==> src/rtl/core/wsd_pkg.sv <==
// ----------------------------------------------------------------------------
// WebSocket deframer package
// Shared types and constants for the WebSocket frame deframer.
// ----------------------------------------------------------------------------
package wsd_pkg;

  localparam int LenW = 64;
  localparam int KeyW = 32;

  localparam logic [6:0] LenCode16 = 7'd126;
  localparam logic [6:0] LenCode64 = 7'd127;
  localparam logic [3:0] OpContinue = 4'h0;

  localparam logic [3:0] HdrBase = 4'd2;
  localparam logic [3:0] HdrKeyBytes = 4'd4;
  localparam logic [3:0] HdrExt16Bytes = 4'd2;
  localparam logic [3:0] HdrExt64Bytes = 4'd8;

  typedef enum logic [3:0] {
    PH_BYTE0 = 4'b0001,
    PH_BYTE1 = 4'b0010,
    PH_EXT   = 4'b0100,
    PH_PAY   = 4'b1000
  } phase_t;

  typedef struct packed {
    logic [7:0] payload_byte;
    logic [3:0] message_type;
    logic [3:0] frame_opcode;
    logic       message_start;
    logic       message_final;
    logic       frame_end;
    logic       empty_frame;
  } result_t;

endpackage

==> src/rtl/core/wsd_parse.sv <==
// ----------------------------------------------------------------------------
// WebSocket deframer parser
// Header decode, length and key capture, and per-byte payload unmasking.
// ----------------------------------------------------------------------------
module wsd_parse (
  input  logic             clk,
  input  logic             rst_n,
  input  logic             acc,
  input  logic [7:0]       stream_byte,
  output logic             res_valid,
  output wsd_pkg::result_t res
);
  import wsd_pkg::*;

  phase_t             phase_r, phase_nxt;
  logic               fin_r, fin_nxt;
  logic [3:0]         op_r, op_nxt;
  logic               mask_r, mask_nxt;
  logic [6:0]         code_r, code_nxt;
  logic [3:0]         hcnt_r, hcnt_nxt;
  logic [LenW-1:0]    len_sr_r, len_sr_nxt;
  logic [KeyW-1:0]    key_r, key_nxt;
  logic [LenW-1:0]    rem_r, rem_nxt;
  logic               first_r, first_nxt;
  logic [1:0]         kpos_r, kpos_nxt;
  logic [3:0]         msg_op_r, msg_op_nxt;

  logic [3:0]         len_end;
  logic [3:0]         hdr_size;
  logic               is_len;
  logic [LenW-1:0]    len_shift;
  logic [KeyW-1:0]    key_shift;
  logic [LenW-1:0]    len_fin;
  logic [KeyW-1:0]    key_fin;
  logic [3:0]         msg_op_fin;
  logic               finish;
  logic               last;
  logic [7:0]         key_byte;

  always_comb begin
    len_end = HdrBase;
    if (code_r == LenCode16) begin
      len_end = HdrBase + HdrExt16Bytes;
    end else if (code_r == LenCode64) begin
      len_end = HdrBase + HdrExt64Bytes;
    end
    hdr_size = len_end + (mask_r ? HdrKeyBytes : 4'd0);
    is_len = hcnt_r < len_end;
    len_shift = is_len ? {len_sr_r[LenW-9:0], stream_byte} : len_sr_r;
    key_shift = is_len ? key_r : {key_r[KeyW-9:0], stream_byte};
    if (phase_r == PH_BYTE1) begin
      len_fin = LenW'(stream_byte[6:0]);
      key_fin = '0;
    end else begin
      len_fin = (code_r < LenCode16) ? LenW'(code_r) : len_shift;
      key_fin = mask_r ? key_shift : '0;
    end
    msg_op_fin = (op_r != OpContinue) ? op_r : msg_op_r;
    last = rem_r == LenW'(1);
    case (kpos_r)
      2'd0:    key_byte = key_r[31:24];
      2'd1:    key_byte = key_r[23:16];
      2'd2:    key_byte = key_r[15:8];
      default: key_byte = key_r[7:0];
    endcase
  end

  always_comb begin
    phase_nxt = phase_r;
    fin_nxt = fin_r;
    op_nxt = op_r;
    mask_nxt = mask_r;
    code_nxt = code_r;
    hcnt_nxt = hcnt_r;
    len_sr_nxt = len_sr_r;
    key_nxt = key_r;
    rem_nxt = rem_r;
    first_nxt = first_r;
    kpos_nxt = kpos_r;
    msg_op_nxt = msg_op_r;
    finish = 1'b0;
    res_valid = 1'b0;
    res = '0;
    res.frame_opcode = op_r;
    res.message_type = msg_op_r;
    if (acc) begin
      case (phase_r)
        PH_BYTE0: begin
          fin_nxt = stream_byte[7];
          op_nxt = stream_byte[3:0];
          phase_nxt = PH_BYTE1;
        end
        PH_BYTE1: begin
          mask_nxt = stream_byte[7];
          code_nxt = stream_byte[6:0];
          hcnt_nxt = HdrBase;
          len_sr_nxt = '0;
          key_nxt = '0;
          if (!stream_byte[7] && stream_byte[6:0] < LenCode16) begin
            finish = 1'b1;
          end else begin
            phase_nxt = PH_EXT;
          end
        end
        PH_EXT: begin
          hcnt_nxt = hcnt_r + 4'd1;
          len_sr_nxt = len_shift;
          key_nxt = key_shift;
          finish = hcnt_nxt == hdr_size;
        end
        PH_PAY: begin
          res_valid = 1'b1;
          res.payload_byte = stream_byte ^ key_byte;
          res.message_start = (op_r != OpContinue) && first_r;
          res.message_final = fin_r && last;
          res.frame_end = last;
          rem_nxt = rem_r - LenW'(1);
          first_nxt = 1'b0;
          kpos_nxt = kpos_r + 2'd1;
          if (last) begin
            phase_nxt = PH_BYTE0;
          end
        end
        default: begin
          phase_nxt = PH_BYTE0;
        end
      endcase
      if (finish) begin
        msg_op_nxt = msg_op_fin;
        key_nxt = key_fin;
        rem_nxt = len_fin;
        first_nxt = 1'b1;
        kpos_nxt = 2'd0;
        hcnt_nxt = '0;
        if (len_fin == '0) begin
          phase_nxt = PH_BYTE0;
          res_valid = 1'b1;
          res.message_type = msg_op_fin;
          res.message_start = op_r != OpContinue;
          res.message_final = fin_r;
          res.frame_end = 1'b1;
          res.empty_frame = 1'b1;
        end else begin
          phase_nxt = PH_PAY;
        end
      end
    end
  end

  always_ff @(posedge clk) begin
    if (!rst_n) begin
      phase_r <= PH_BYTE0;
      hcnt_r <= '0;
      rem_r <= '0;
      first_r <= 1'b0;
      kpos_r <= '0;
      msg_op_r <= '0;
      key_r <= '0;
    end else begin
      phase_r <= phase_nxt;
      hcnt_r <= hcnt_nxt;
      rem_r <= rem_nxt;
      first_r <= first_nxt;
      kpos_r <= kpos_nxt;
      msg_op_r <= msg_op_nxt;
      key_r <= key_nxt;
    end
  end

  always_ff @(posedge clk) begin
    fin_r <= fin_nxt;
    op_r <= op_nxt;
    mask_r <= mask_nxt;
    code_r <= code_nxt;
    len_sr_r <= len_sr_nxt;
  end

  // A frame in its payload phase always has bytes left to deliver.
  a_rem_nonzero: assert property (@(posedge clk) disable iff (!rst_n)
    phase_r == PH_PAY |-> rem_r != '0)
    else $error("payload phase with no bytes remaining");

  // Results only come from accepted bytes.
  a_res_on_acc: assert property (@(posedge clk) disable iff (!rst_n)
    res_valid |-> acc)
    else $error("result without an accepted byte");

  // An empty frame result closes the frame and returns to header parsing.
  a_empty_closes: assert property (@(posedge clk) disable iff (!rst_n)
    res_valid && res.empty_frame |-> res.frame_end ##1 phase_r == PH_BYTE0)
    else $error("empty frame did not close the frame");

  // The last payload byte returns the parser to the first header byte.
  a_end_returns: assert property (@(posedge clk) disable iff (!rst_n)
    res_valid && res.frame_end |=> phase_r == PH_BYTE0)
    else $error("frame end did not restart header parsing");

endmodule

==> src/rtl/core/wsd_outbuf.sv <==
// ----------------------------------------------------------------------------
// WebSocket deframer output buffer
// Two-entry skid buffer between the parser and the result channel.
// ----------------------------------------------------------------------------
module wsd_outbuf (
  input  logic             clk,
  input  logic             rst_n,
  input  logic             push,
  input  wsd_pkg::result_t push_data,
  output logic             can_take,
  output logic             out_valid,
  input  logic             out_ready,
  output wsd_pkg::result_t out_data
);
  import wsd_pkg::*;

  logic    out_v_r, out_v_nxt;
  logic    skid_v_r, skid_v_nxt;
  result_t out_d_r, out_d_nxt;
  result_t skid_d_r, skid_d_nxt;
  logic    pop;

  assign pop = out_v_r && out_ready;
  assign can_take = !skid_v_r;
  assign out_valid = out_v_r;
  assign out_data = out_d_r;

  always_comb begin
    out_v_nxt = out_v_r;
    skid_v_nxt = skid_v_r;
    out_d_nxt = out_d_r;
    skid_d_nxt = skid_d_r;
    if (!out_v_r || pop) begin
      if (skid_v_r) begin
        out_v_nxt = 1'b1;
        out_d_nxt = skid_d_r;
        skid_v_nxt = 1'b0;
      end else begin
        out_v_nxt = push;
        out_d_nxt = push_data;
      end
    end else if (push) begin
      skid_v_nxt = 1'b1;
      skid_d_nxt = push_data;
    end
  end

  always_ff @(posedge clk) begin
    if (!rst_n) begin
      out_v_r <= 1'b0;
      skid_v_r <= 1'b0;
    end else begin
      out_v_r <= out_v_nxt;
      skid_v_r <= skid_v_nxt;
    end
  end

  always_ff @(posedge clk) begin
    out_d_r <= out_d_nxt;
    skid_d_r <= skid_d_nxt;
  end

  // The skid entry is only ever occupied behind a waiting output word.
  a_skid_behind: assert property (@(posedge clk) disable iff (!rst_n)
    skid_v_r |-> out_v_r)
    else $error("skid entry valid with empty output register");

  // A word pushed while the output stalls lands in the skid entry.
  a_stall_skid: assert property (@(posedge clk) disable iff (!rst_n)
    push && out_v_r && !out_ready |=> skid_v_r)
    else $error("stalled word was not held in the skid entry");

endmodule

==> src/rtl/core/websocket_frame_deframer.sv <==
// ----------------------------------------------------------------------------
// WebSocket frame deframer
// Receive-side framing: strips headers and unmasks payload bytes.
// ----------------------------------------------------------------------------
// The input channel takes one raw stream byte per word on in_stream_byte.
// Header bytes (2 to 14 per frame) produce no result; each payload byte
// produces one result word carrying the unmasked byte, the message and frame
// opcodes, and start, final and frame-end flags. A frame with no payload gives
// one result word marked empty, on the byte that completes its header.
// Results are registered in the output buffer. The block takes one byte every
// cycle while in_ready is high; the parser's state update is a single register
// stage, and the 64-bit length check is one decrement and compare. A two-entry
// output buffer keeps bytes flowing after the receiver stalls until a result
// fills its skid entry; in_ready then drops until the receiver takes a word.
// Header-only bytes are taken whenever the buffer has room.
// Reset clears the parser to await the first header byte of a frame, sets the
// remembered message opcode to zero and empties the output buffer.
// ----------------------------------------------------------------------------
module websocket_frame_deframer (
  input  logic       clk,
  input  logic       rst_n,
  input  logic       in_valid,
  output logic       in_ready,
  input  logic [7:0] in_stream_byte,
  output logic       out_valid,
  input  logic       out_ready,
  output logic [7:0] out_payload_byte,
  output logic [3:0] out_message_type,
  output logic [3:0] out_frame_opcode,
  output logic       out_message_start,
  output logic       out_message_final,
  output logic       out_frame_end,
  output logic       out_empty_frame
);
  import wsd_pkg::*;

  logic    acc;
  logic    res_valid;
  result_t res;
  result_t out_word;

  assign acc = in_valid && in_ready;

  wsd_parse u_parse (
    .clk         (clk),
    .rst_n       (rst_n),
    .acc         (acc),
    .stream_byte (in_stream_byte),
    .res_valid   (res_valid),
    .res         (res)
  );

  wsd_outbuf u_outbuf (
    .clk       (clk),
    .rst_n     (rst_n),
    .push      (res_valid),
    .push_data (res),
    .can_take  (in_ready),
    .out_valid (out_valid),
    .out_ready (out_ready),
    .out_data  (out_word)
  );

  assign out_payload_byte  = out_word.payload_byte;
  assign out_message_type  = out_word.message_type;
  assign out_frame_opcode  = out_word.frame_opcode;
  assign out_message_start = out_word.message_start;
  assign out_message_final = out_word.message_final;
  assign out_frame_end     = out_word.frame_end;
  assign out_empty_frame   = out_word.empty_frame;

endmodule

==> config.mk <==
export PLATFORM = sky130hd
export DESIGN_NAME = websocket_frame_deframer
export DESIGN_NICKNAME = d
export VERILOG_FILES = /design/src/rtl/core/wsd_pkg.sv /design/src/rtl/core/wsd_parse.sv /design/src/rtl/core/wsd_outbuf.sv /design/src/rtl/core/websocket_frame_deframer.sv
export SDC_FILE = /design/constraint.sdc
export NUM_CORES = 1
export LEC_CHECK = 0
export ABC_AREA = 1
export BUFFER_PORTS_ARGS = -buffer_cell sky130_fd_sc_hd__buf_2
export CAP_MARGIN = 10
export CORE_ASPECT_RATIO = 1.25
export CORE_MARGIN = 2
export CORE_UTILIZATION = 28
export CTS_BUF_LIST = sky130_fd_sc_hd__clkbuf_8
export DETAILED_ROUTE_END_ITERATION = 12
export GPL_ROUTABILITY_DRIVEN = 0
export HOLD_SLACK_MARGIN = 0.06
export PLACE_DENSITY = 0.54
export SYNTH_ARGS = -nofsm -noshare
export SYNTH_HDL_FRONTEND = slang
export SYNTH_SLANG_ARGS = --single-unit
==> constraint.sdc <==
create_clock -name clk -period 4 [get_ports clk]
set_clock_uncertainty 0.2 [all_clocks]
set_input_delay 0.2 -clock clk [delete_from_list [all_inputs] [get_ports clk]]
set_output_delay 0.2 -clock clk [all_outputs]
set_load 0.03 [all_outputs]
==> impl_metrics.env, run 1 <==
export IMPL_syn_inst=1786
export IMPL_nets=1851
export IMPL_min_period_ns=3.77
export IMPL_drc_errors=0
export IMPL_ys_async_sr_fraction_pct=0
export IMPL_synth_compound_area_share_pct=14.6
export IMPL_cap_violations=0
export IMPL_synthMuxAreaShare_pct=0
export IMPL_synth_area_leaders="edfxtp_1, dfxtp_1, nand2_1"
export IMPL_maxSlewHeadroom_pct=40.8
export IMPL_grtUsageTotal_pct=16.7
export IMPL_wl_um=41800
export IMPL_avgSynthCellArea_um2=7.41
export IMPL_worst_setup_path_type="reg2reg"
export IMPL_wl_met2_um=20000
export IMPL_clock_latency_ns=0.60
export IMPL_grt_pass1_vias=11705
export IMPL_synth_edf_count=117
export IMPL_tightest_slew_ns=0.887
export IMPL_cp_arrival_ns=3.87
export IMPL_timing_fmax_mhz=265
export IMPL_dr_pass1_iters=6
export IMPL_regToRegSetupSlack_ns=0.23
export IMPL_clock_sinks=230
export IMPL_setup_viol=0
export IMPL_rr_startpoint="u_parse.code_r[4]$_DFFE_PP_"
export IMPL_syn_cell_area_um2=13200
export IMPL_wl_per_cell_um=16.7
export IMPL_ff2ff_path_depth=22
export IMPL_htree_levels=2
export IMPL_synthAdderAreaFrac_pct=0.851
export IMPL_p_sw_uw=1580
export IMPL_ys_warn_count=0
export IMPL_die_area_um2=49000
export IMPL_internal_power_uw=3810
export IMPL_finalSetupTns_ns=0
export IMPL_clk_pin_slew_ns=0.07
export IMPL_ys_seq_elements=230
export IMPL_start_util_pct=28.2
export IMPL_synthSimpleGateAreaFrac_pct=28.5
export IMPL_seq_power_share_pct=46.7
export IMPL_yosys_top_cells_count="nand2_1, nor2_1, inv_1"
export IMPL_first_iter_violations=1014
export IMPL_finalCritPeriodShare_pct=94.2
export IMPL_core_um2=46900
export IMPL_vias=12298
export IMPL_worstSetupEndpointType="flop"
export IMPL_antenna_left=0
export IMPL_cts_buffers=39
export IMPL_die_h_um=247
export IMPL_synth_xor_area_share_pct=3.51
export IMPL_dieWidth_um=198
export IMPL_dp_cells=2401
export IMPL_holdWs_ns=0.210
export IMPL_power_switching_share_pct=29.3
export IMPL_finalMaxSlewViolations=0
export IMPL_combPwrFrac_pct=14.4
export IMPL_status="finished, final reports clean"
export IMPL_grt_pass1_wl_um=64600
export IMPL_antenna_found_initial=1
export IMPL_ctsRootBufferMaster="clkbuf_8"
export IMPL_holdCritStartpoint="in_stream_byte[7]"
export IMPL_critPathLaunchType="flop"
export IMPL_hold_class="in2reg"
export IMPL_syn_to_final_growth_pct=15.3
export IMPL_ios=34
export IMPL_clk_path_buf_depth=3
export IMPL_hold_viol=0
export IMPL_grt_overflow_total=0
export IMPL_fin_cells=2499
export IMPL_hold_end="u_parse.mask_r$_DFFE_PP_"
export IMPL_synth_fp_nets=1807
export IMPL_peakVddDrop_v=0.000184
export IMPL_p_leak_uw=0.00688
export IMPL_drt_met1_wl_um=17900
export IMPL_seq_area_frac_synth_pct=43.7
export IMPL_cts_tree="done"
export IMPL_rsz0062_at_grt="no"
export IMPL_synth_ff_type="edfxtp_1"
export IMPL_wl_met3_um=2300
export IMPL_drive_gt1_share_pct=10.9
export IMPL_top_layer_used="met4"
export IMPL_whs_path_depth=2
export IMPL_crit_required_ns=4.10
export IMPL_post_dp_hpwl_um=28800
export IMPL_grt_max_degree=102
export IMPL_viasPerCell=4.92
export IMPL_power_density_nw_per_um2=354
export IMPL_yosysTopAreaCellShare_pct=26.6
export IMPL_yosysMostFrequentCell="nand2_1"
export IMPL_synth_top_family_by_area="simple AND/OR/NAND/NOR gates"
export IMPL_clkPwrFrac_pct=39.0
export IMPL_yosys_area_top_type="edfxtp_1"
export IMPL_numPortBuffers=33
export IMPL_timing_rr_end="u_outbuf.skid_d_r[10]$_DFFE_PP_"
export IMPL_synth_cell_type_count=48
export IMPL_worst_path_max_fanout=12
export IMPL_num_rows=89
## state kept, by name, summed over array words and instances, names as in the netlist
signal / count
u_parse.len_sr_r: 64
u_parse.rem_r: 64
u_parse.key_r: 32
u_outbuf.out_data: 20
u_outbuf.skid_d_r: 20
u_parse.code_r: 7
u_parse.hcnt_r: 4
u_parse.msg_op_r: 4
u_parse.op_r: 4
u_parse.phase_r: 4
u_parse.kpos_r: 2
u_outbuf.out_valid: 1
u_outbuf.skid_v_r: 1
u_parse.fin_r: 1
u_parse.first_r: 1
u_parse.mask_r: 1
## cell families after synthesis
group	after synthesis
compound gates	344
xor+xnor	53
fa+ha+maj	9
buf+inv	275
flops	230
simple gates	875
## metrics by stage
step / instance area [um2] / total power (uW) / setup slack [ns] / util (%)
final: 15300 / 5400 / 0.230 / 32.5
after global placement: 14100 / 3320 / 0.177 / 30.1
after detailed placement: 14100 / 3320 / 0.180 / 30.1
after global routing: 15300 / 5640 / 0.00503 / 32.5
after floorplan: 13200 / 3120 / 0.0347 / -
after CTS: 15000 / 5440 / 0.141 / 32.0
## power groups by stage
stage | clock network [uW] | registers (uW) | logic (uW)
after floorplan | 0 | 2570 | 546
after global placement | 0 | 2570 | 754
after detailed placement | 0 | 2570 | 749
after CTS | 2160 | 2520 | 764
after global routing | 2250 | 2520 | 871
final | 2100 | 2520 | 775
## worst max-delay path, cell delays in order, from the launching register on
cell	delay, ns
edfxtp_1	0.34
nand2_1	0.09
nor2_4	0.12
nand4_1	0.15
inv_2	0.08
nand2_1	0.08
ha_4	0.29
nand2_1	0.05
inv_1	0.08
nand2_4	0.12
nand2_8	0.17
buf_12	0.15
nand2_1	0.07
nand3_1	0.16
nand2_1	0.08
nor2_1	0.09
nand2_1	0.11
nor2_1	0.14
nand2_2	0.11
nor2_4	0.18
nand3_4	0.10
a21oi_4	0.28
clkbuf_16	0.20
## final cells by class
type	count	area [um2]
diodes	2	5.00
clock buffers	46	633
clock inverters	25	116
fillers	5034	31600
inverters	182	683
multi-input cells	1281	6380
flip-flops and latches	230	5780
well taps	637	797
repair buffers	96	863
## cell usage in the layout (no fill, tap or decap), types with 5 or more instances in the layout
cell type	instances
buf_4	37
or2_2	7
nand3_2	11
edfxtp_1	117
o2111ai_1	14
ha_1	8
nand3_1	132
inv_2	7
o21ai_1	6
a31oi_1	5
buf_12	8
o211ai_1	19
clkinv_2	10
nor2_1	249
a21oi_1	134
dlygate4sd3_1	11
buf_2	33
a21o_1	7
xnor2_1	12
xor2_1	41
a211oi_1	16
nor3_1	21
nor4_1	8
dfxtp_1	113
clkinv_1	6
nand4_1	21
o22ai_1	17
nand2_2	10
o21ai_0	113
clkbuf_8	46
inv_1	182
nand2_1	391
## worst max path at each step
stage                                               from                         endpoint  slack, ns  cells past startpoint
after floorplan           u_outbuf.skid_v_r$_SDFFE_PP0P_   u_parse.key_r[13]$_SDFFE_PN0P_       0.03                      8
after global placement       u_parse.code_r[5]$_DFFE_PP_  u_outbuf.skid_d_r[16]$_DFFE_PP_       0.18                     22
after detailed placement     u_parse.code_r[5]$_DFFE_PP_  u_outbuf.skid_d_r[13]$_DFFE_PP_       0.18                     22
after CTS                    u_parse.code_r[4]$_DFFE_PP_  u_outbuf.skid_d_r[19]$_DFFE_PP_       0.14                     19
after global routing         u_parse.code_r[4]$_DFFE_PP_   u_outbuf.skid_d_r[9]$_DFFE_PP_      0.005                     22
final                        u_parse.code_r[4]$_DFFE_PP_  u_outbuf.skid_d_r[10]$_DFFE_PP_       0.23                     22
## metal layers
| metal | up-vias | track usage (%) |
|---|---|---|
| li1 | 6038 | - |
| met1 | 5759 | 21.2 |
| met2 | 396 | 28.1 |
| met3 | 105 | 2.44 |
| met4 | 0 | 7.22 |
| met5 | - | 0 |
## timing repair
action	in CTS	in global routing
setup endpoints to repair	0	36
setup buffers	0	9
hold buffers	11	0
gates resized for setup	0	16
hold endpoints to repair	42	0
No activity file was read; power rests on OpenSTA's default activity.
==> run 2: changes to the inputs <==
--- a/config.mk
+++ b/config.mk
@@ -6,16 +6,18 @@
 export NUM_CORES = 1
 export LEC_CHECK = 0
 export ABC_AREA = 1
-export BUFFER_PORTS_ARGS = -buffer_cell sky130_fd_sc_hd__buf_2
 export CAP_MARGIN = 10
 export CORE_ASPECT_RATIO = 1.25
 export CORE_MARGIN = 2
 export CORE_UTILIZATION = 28
 export CTS_BUF_LIST = sky130_fd_sc_hd__clkbuf_8
 export DETAILED_ROUTE_END_ITERATION = 12
+export DONT_BUFFER_PORTS = 1
 export GPL_ROUTABILITY_DRIVEN = 0
 export HOLD_SLACK_MARGIN = 0.06
-export PLACE_DENSITY = 0.54
+export PLACE_DENSITY = 0.53
+export SETUP_SLACK_MARGIN = 0.4
+export SLEW_MARGIN = 20
 export SYNTH_ARGS = -nofsm -noshare
 export SYNTH_HDL_FRONTEND = slang
 export SYNTH_SLANG_ARGS = --single-unit
==> run 2 against run 1 <==
Effect of this change: combinational power rose by 3.7%; critical path type unchanged; largest cell class unchanged; fmax rose by 2.4%; critical path depth rose by 1; via count rose by 2.0%; sequential cell count did not move; global-route usage rose by 1.2 points; die area did not move; utilization rose by 2.3 points; design area rose by 7.2%; first-iteration DRC count fell by 7.9%.
==> impl_metrics.env, run 2 (synthesized netlist as in run 1, its figures left out) <==
export IMPL_maxSlewHeadroom_pct=40.3
export IMPL_antenna_found_initial=2
export IMPL_rsz0062_at_grt="yes"
export IMPL_die_h_um=247
export IMPL_drive_gt1_share_pct=16.7
export IMPL_ctsRootBufferMaster="clkbuf_8"
export IMPL_clk_pin_slew_ns=0.06
export IMPL_htree_levels=2
export IMPL_clk_path_buf_depth=3
export IMPL_num_rows=89
export IMPL_core_um2=46900
export IMPL_cts_tree="done"
export IMPL_cap_violations=0
export IMPL_p_leak_uw=0.00721
export IMPL_drc_errors=0
export IMPL_grtUsageTotal_pct=17.9
export IMPL_post_dp_hpwl_um=29100
export IMPL_worst_setup_path_type="reg2reg"
export IMPL_clock_sinks=230
export IMPL_peakVddDrop_v=0.000165
export IMPL_nets=1882
export IMPL_grt_overflow_total=0
export IMPL_numPortBuffers=0
export IMPL_die_area_um2=49000
export IMPL_worst_path_max_fanout=12
export IMPL_critPathLaunchType="flop"
export IMPL_slowest_delay_ns=0.37
export IMPL_cp_arrival_ns=3.78
export IMPL_vias=12547
export IMPL_worstSetupEndpointType="flop"
export IMPL_timing_fmax_mhz=272
export IMPL_path_cells="nand2_2 -> nor2_4 -> nand4_1 -> inv_2 -> nand2_4 -> ha_4 -> nand2_2 -> inv_2 -> nand2_4 -> buf_6 -> buf_12 -> nand3_1 -> nand3_4 -> nand2_1 -> nor2_1 -> nand2_2 -> nor2_2 -> nand2_2 -> nor2_4 -> nand3_4 -> a21oi_4 -> buf_6 -> clkbuf_16"
export IMPL_hold_viol=0
export IMPL_tightest_slew_ns=0.895
export IMPL_finalMaxSlewViolations=0
export IMPL_ios=34
export IMPL_finalCritPeriodShare_pct=92.1
export IMPL_cts_buffers=40
export IMPL_top_regs="u_parse.len_sr_r x64, u_parse.rem_r x64, u_parse.key_r x32"
export IMPL_grt_pass1_wl_um=68700
export IMPL_setup_viol=0
export IMPL_power_density_nw_per_um2=336
export IMPL_finalSetupTns_ns=0
export IMPL_pre_cts_ws_ns=0.155
export IMPL_dr_pass1_iters=5
export IMPL_utilization_pct=34.9
export IMPL_fin_ws_ns=0.317
export IMPL_dieWidth_um=198
export IMPL_viasPerCell=4.96
export IMPL_wl_per_cell_um=17.6
export IMPL_hold_class="in2reg"
export IMPL_grt_max_degree=102
export IMPL_final_cell_mix="nand2_1, nor2_1, inv_1"
export IMPL_start_util_pct=28.2
export IMPL_antenna_left=0
export IMPL_min_period_ns=3.68
export IMPL_status="finished, final reports clean"
export IMPL_first_iter_violations=934
export IMPL_design_area_um2=16400
export IMPL_cp_slowest_cell="edfxtp_1"
export IMPL_crit_required_ns=4.10
export IMPL_layout_commonest_cell="nand2_1"
export IMPL_n_fill_cell=4876
export IMPL_clock_latency_ns=0.58
export IMPL_grt_pass1_vias=11993
export IMPL_syn_to_final_growth_pct=23.6
export IMPL_critPathMostFrequentCell="nand2_2"
export IMPL_dpl_cell_area_um2=13900
export IMPL_wl_um=44600
run 2: cell count changes in the layout (fill, tap and decap cells not counted), sizes merged:
cell,previous run,this run
clkinv,16,5
buf,81,108
dlygate4sd3,11,12
nor2,257,258
bufinv,0,1
clkbuf,50,52
inv,191,199
clkinvlp,0,2
diode,2,1
run 2: through the flow:
step,power (uW),cells,hold slack [ns]
floorplan,3120,1786,0.0989
global placement,3300,2367,0.0996
detailed placement,3290,2367,0.0997
CTS,5550,2485,0.0744
global route,5760,2529,0.179
finish,5500,2529,0.101
run 2: cell type report:
type / count / area, um2 / share of cell area (%)
Tap cell: 637 / 797 / 4.87
Inverter: 182 / 687 / 4.20
Antenna cell: 1 / 2.50 / 0.0153
Sequential cell: 230 / 5780 / 35.3
Multi-Input combinational cell: 1282 / 6830 / 41.7
Timing Repair Buffer: 125 / 1490 / 9.10
Clock inverter: 25 / 133 / 0.811
Clock buffer: 47 / 647 / 3.95
run 2: worst max-delay path: cells and delay by family (launching register included):
family | cells | cell delay, ns
AOI/OAI and AO/OA | 1 | 0.20
DFF | 1 | 0.37
adders and majority gates | 1 | 0.23
and+or+nand+nor | 15 | 1.60
buffers and inverters | 6 | 0.78
run 2: metal layers:
metal	routed length (um)	part of all wire, %	GRT usage [%]
met4	2100	4.7	8.63
met1	18900	42	22.2
met3	2190	4.9	2.18
met5	7	0.016	0
met2	21400	48	30.6
run 2: final timing paths:
kind / start / end / slack, ns / cells after the start
setup / recovery: u_parse.code_r[5]$_DFFE_PP_ / u_outbuf.skid_d_r[11]$_DFFE_PP_ / 0.32 / 23
hold / removal: in_stream_byte[2] / u_parse.first_r$_SDFFE_PN0P_ / 0.10 / 5
setup reg to reg: u_parse.code_r[5]$_DFFE_PP_ / u_outbuf.skid_d_r[11]$_DFFE_PP_ / 0.32 / 23
hold reg to reg: u_parse.key_r[8]$_SDFFE_PN0P_ / u_parse.key_r[8]$_SDFFE_PN0P_ / 0.27 / 2
run 2: power by group:
group	internal, uW	switching [uW]	total (uW)
clock network	1130	1040	2170
logic	282	522	804
registers	2500	31.9	2530
total	3910	1590	5500
run 2: repair_timing:
item                                   CTS  global route
pin swaps                               19            50
gates cloned                             9             6
resized for setup                       62            82
endpoints found under the hold margin  131             0
setup buffers                           24            37
hold buffers                            13             0
setup endpoints to repair               37            39
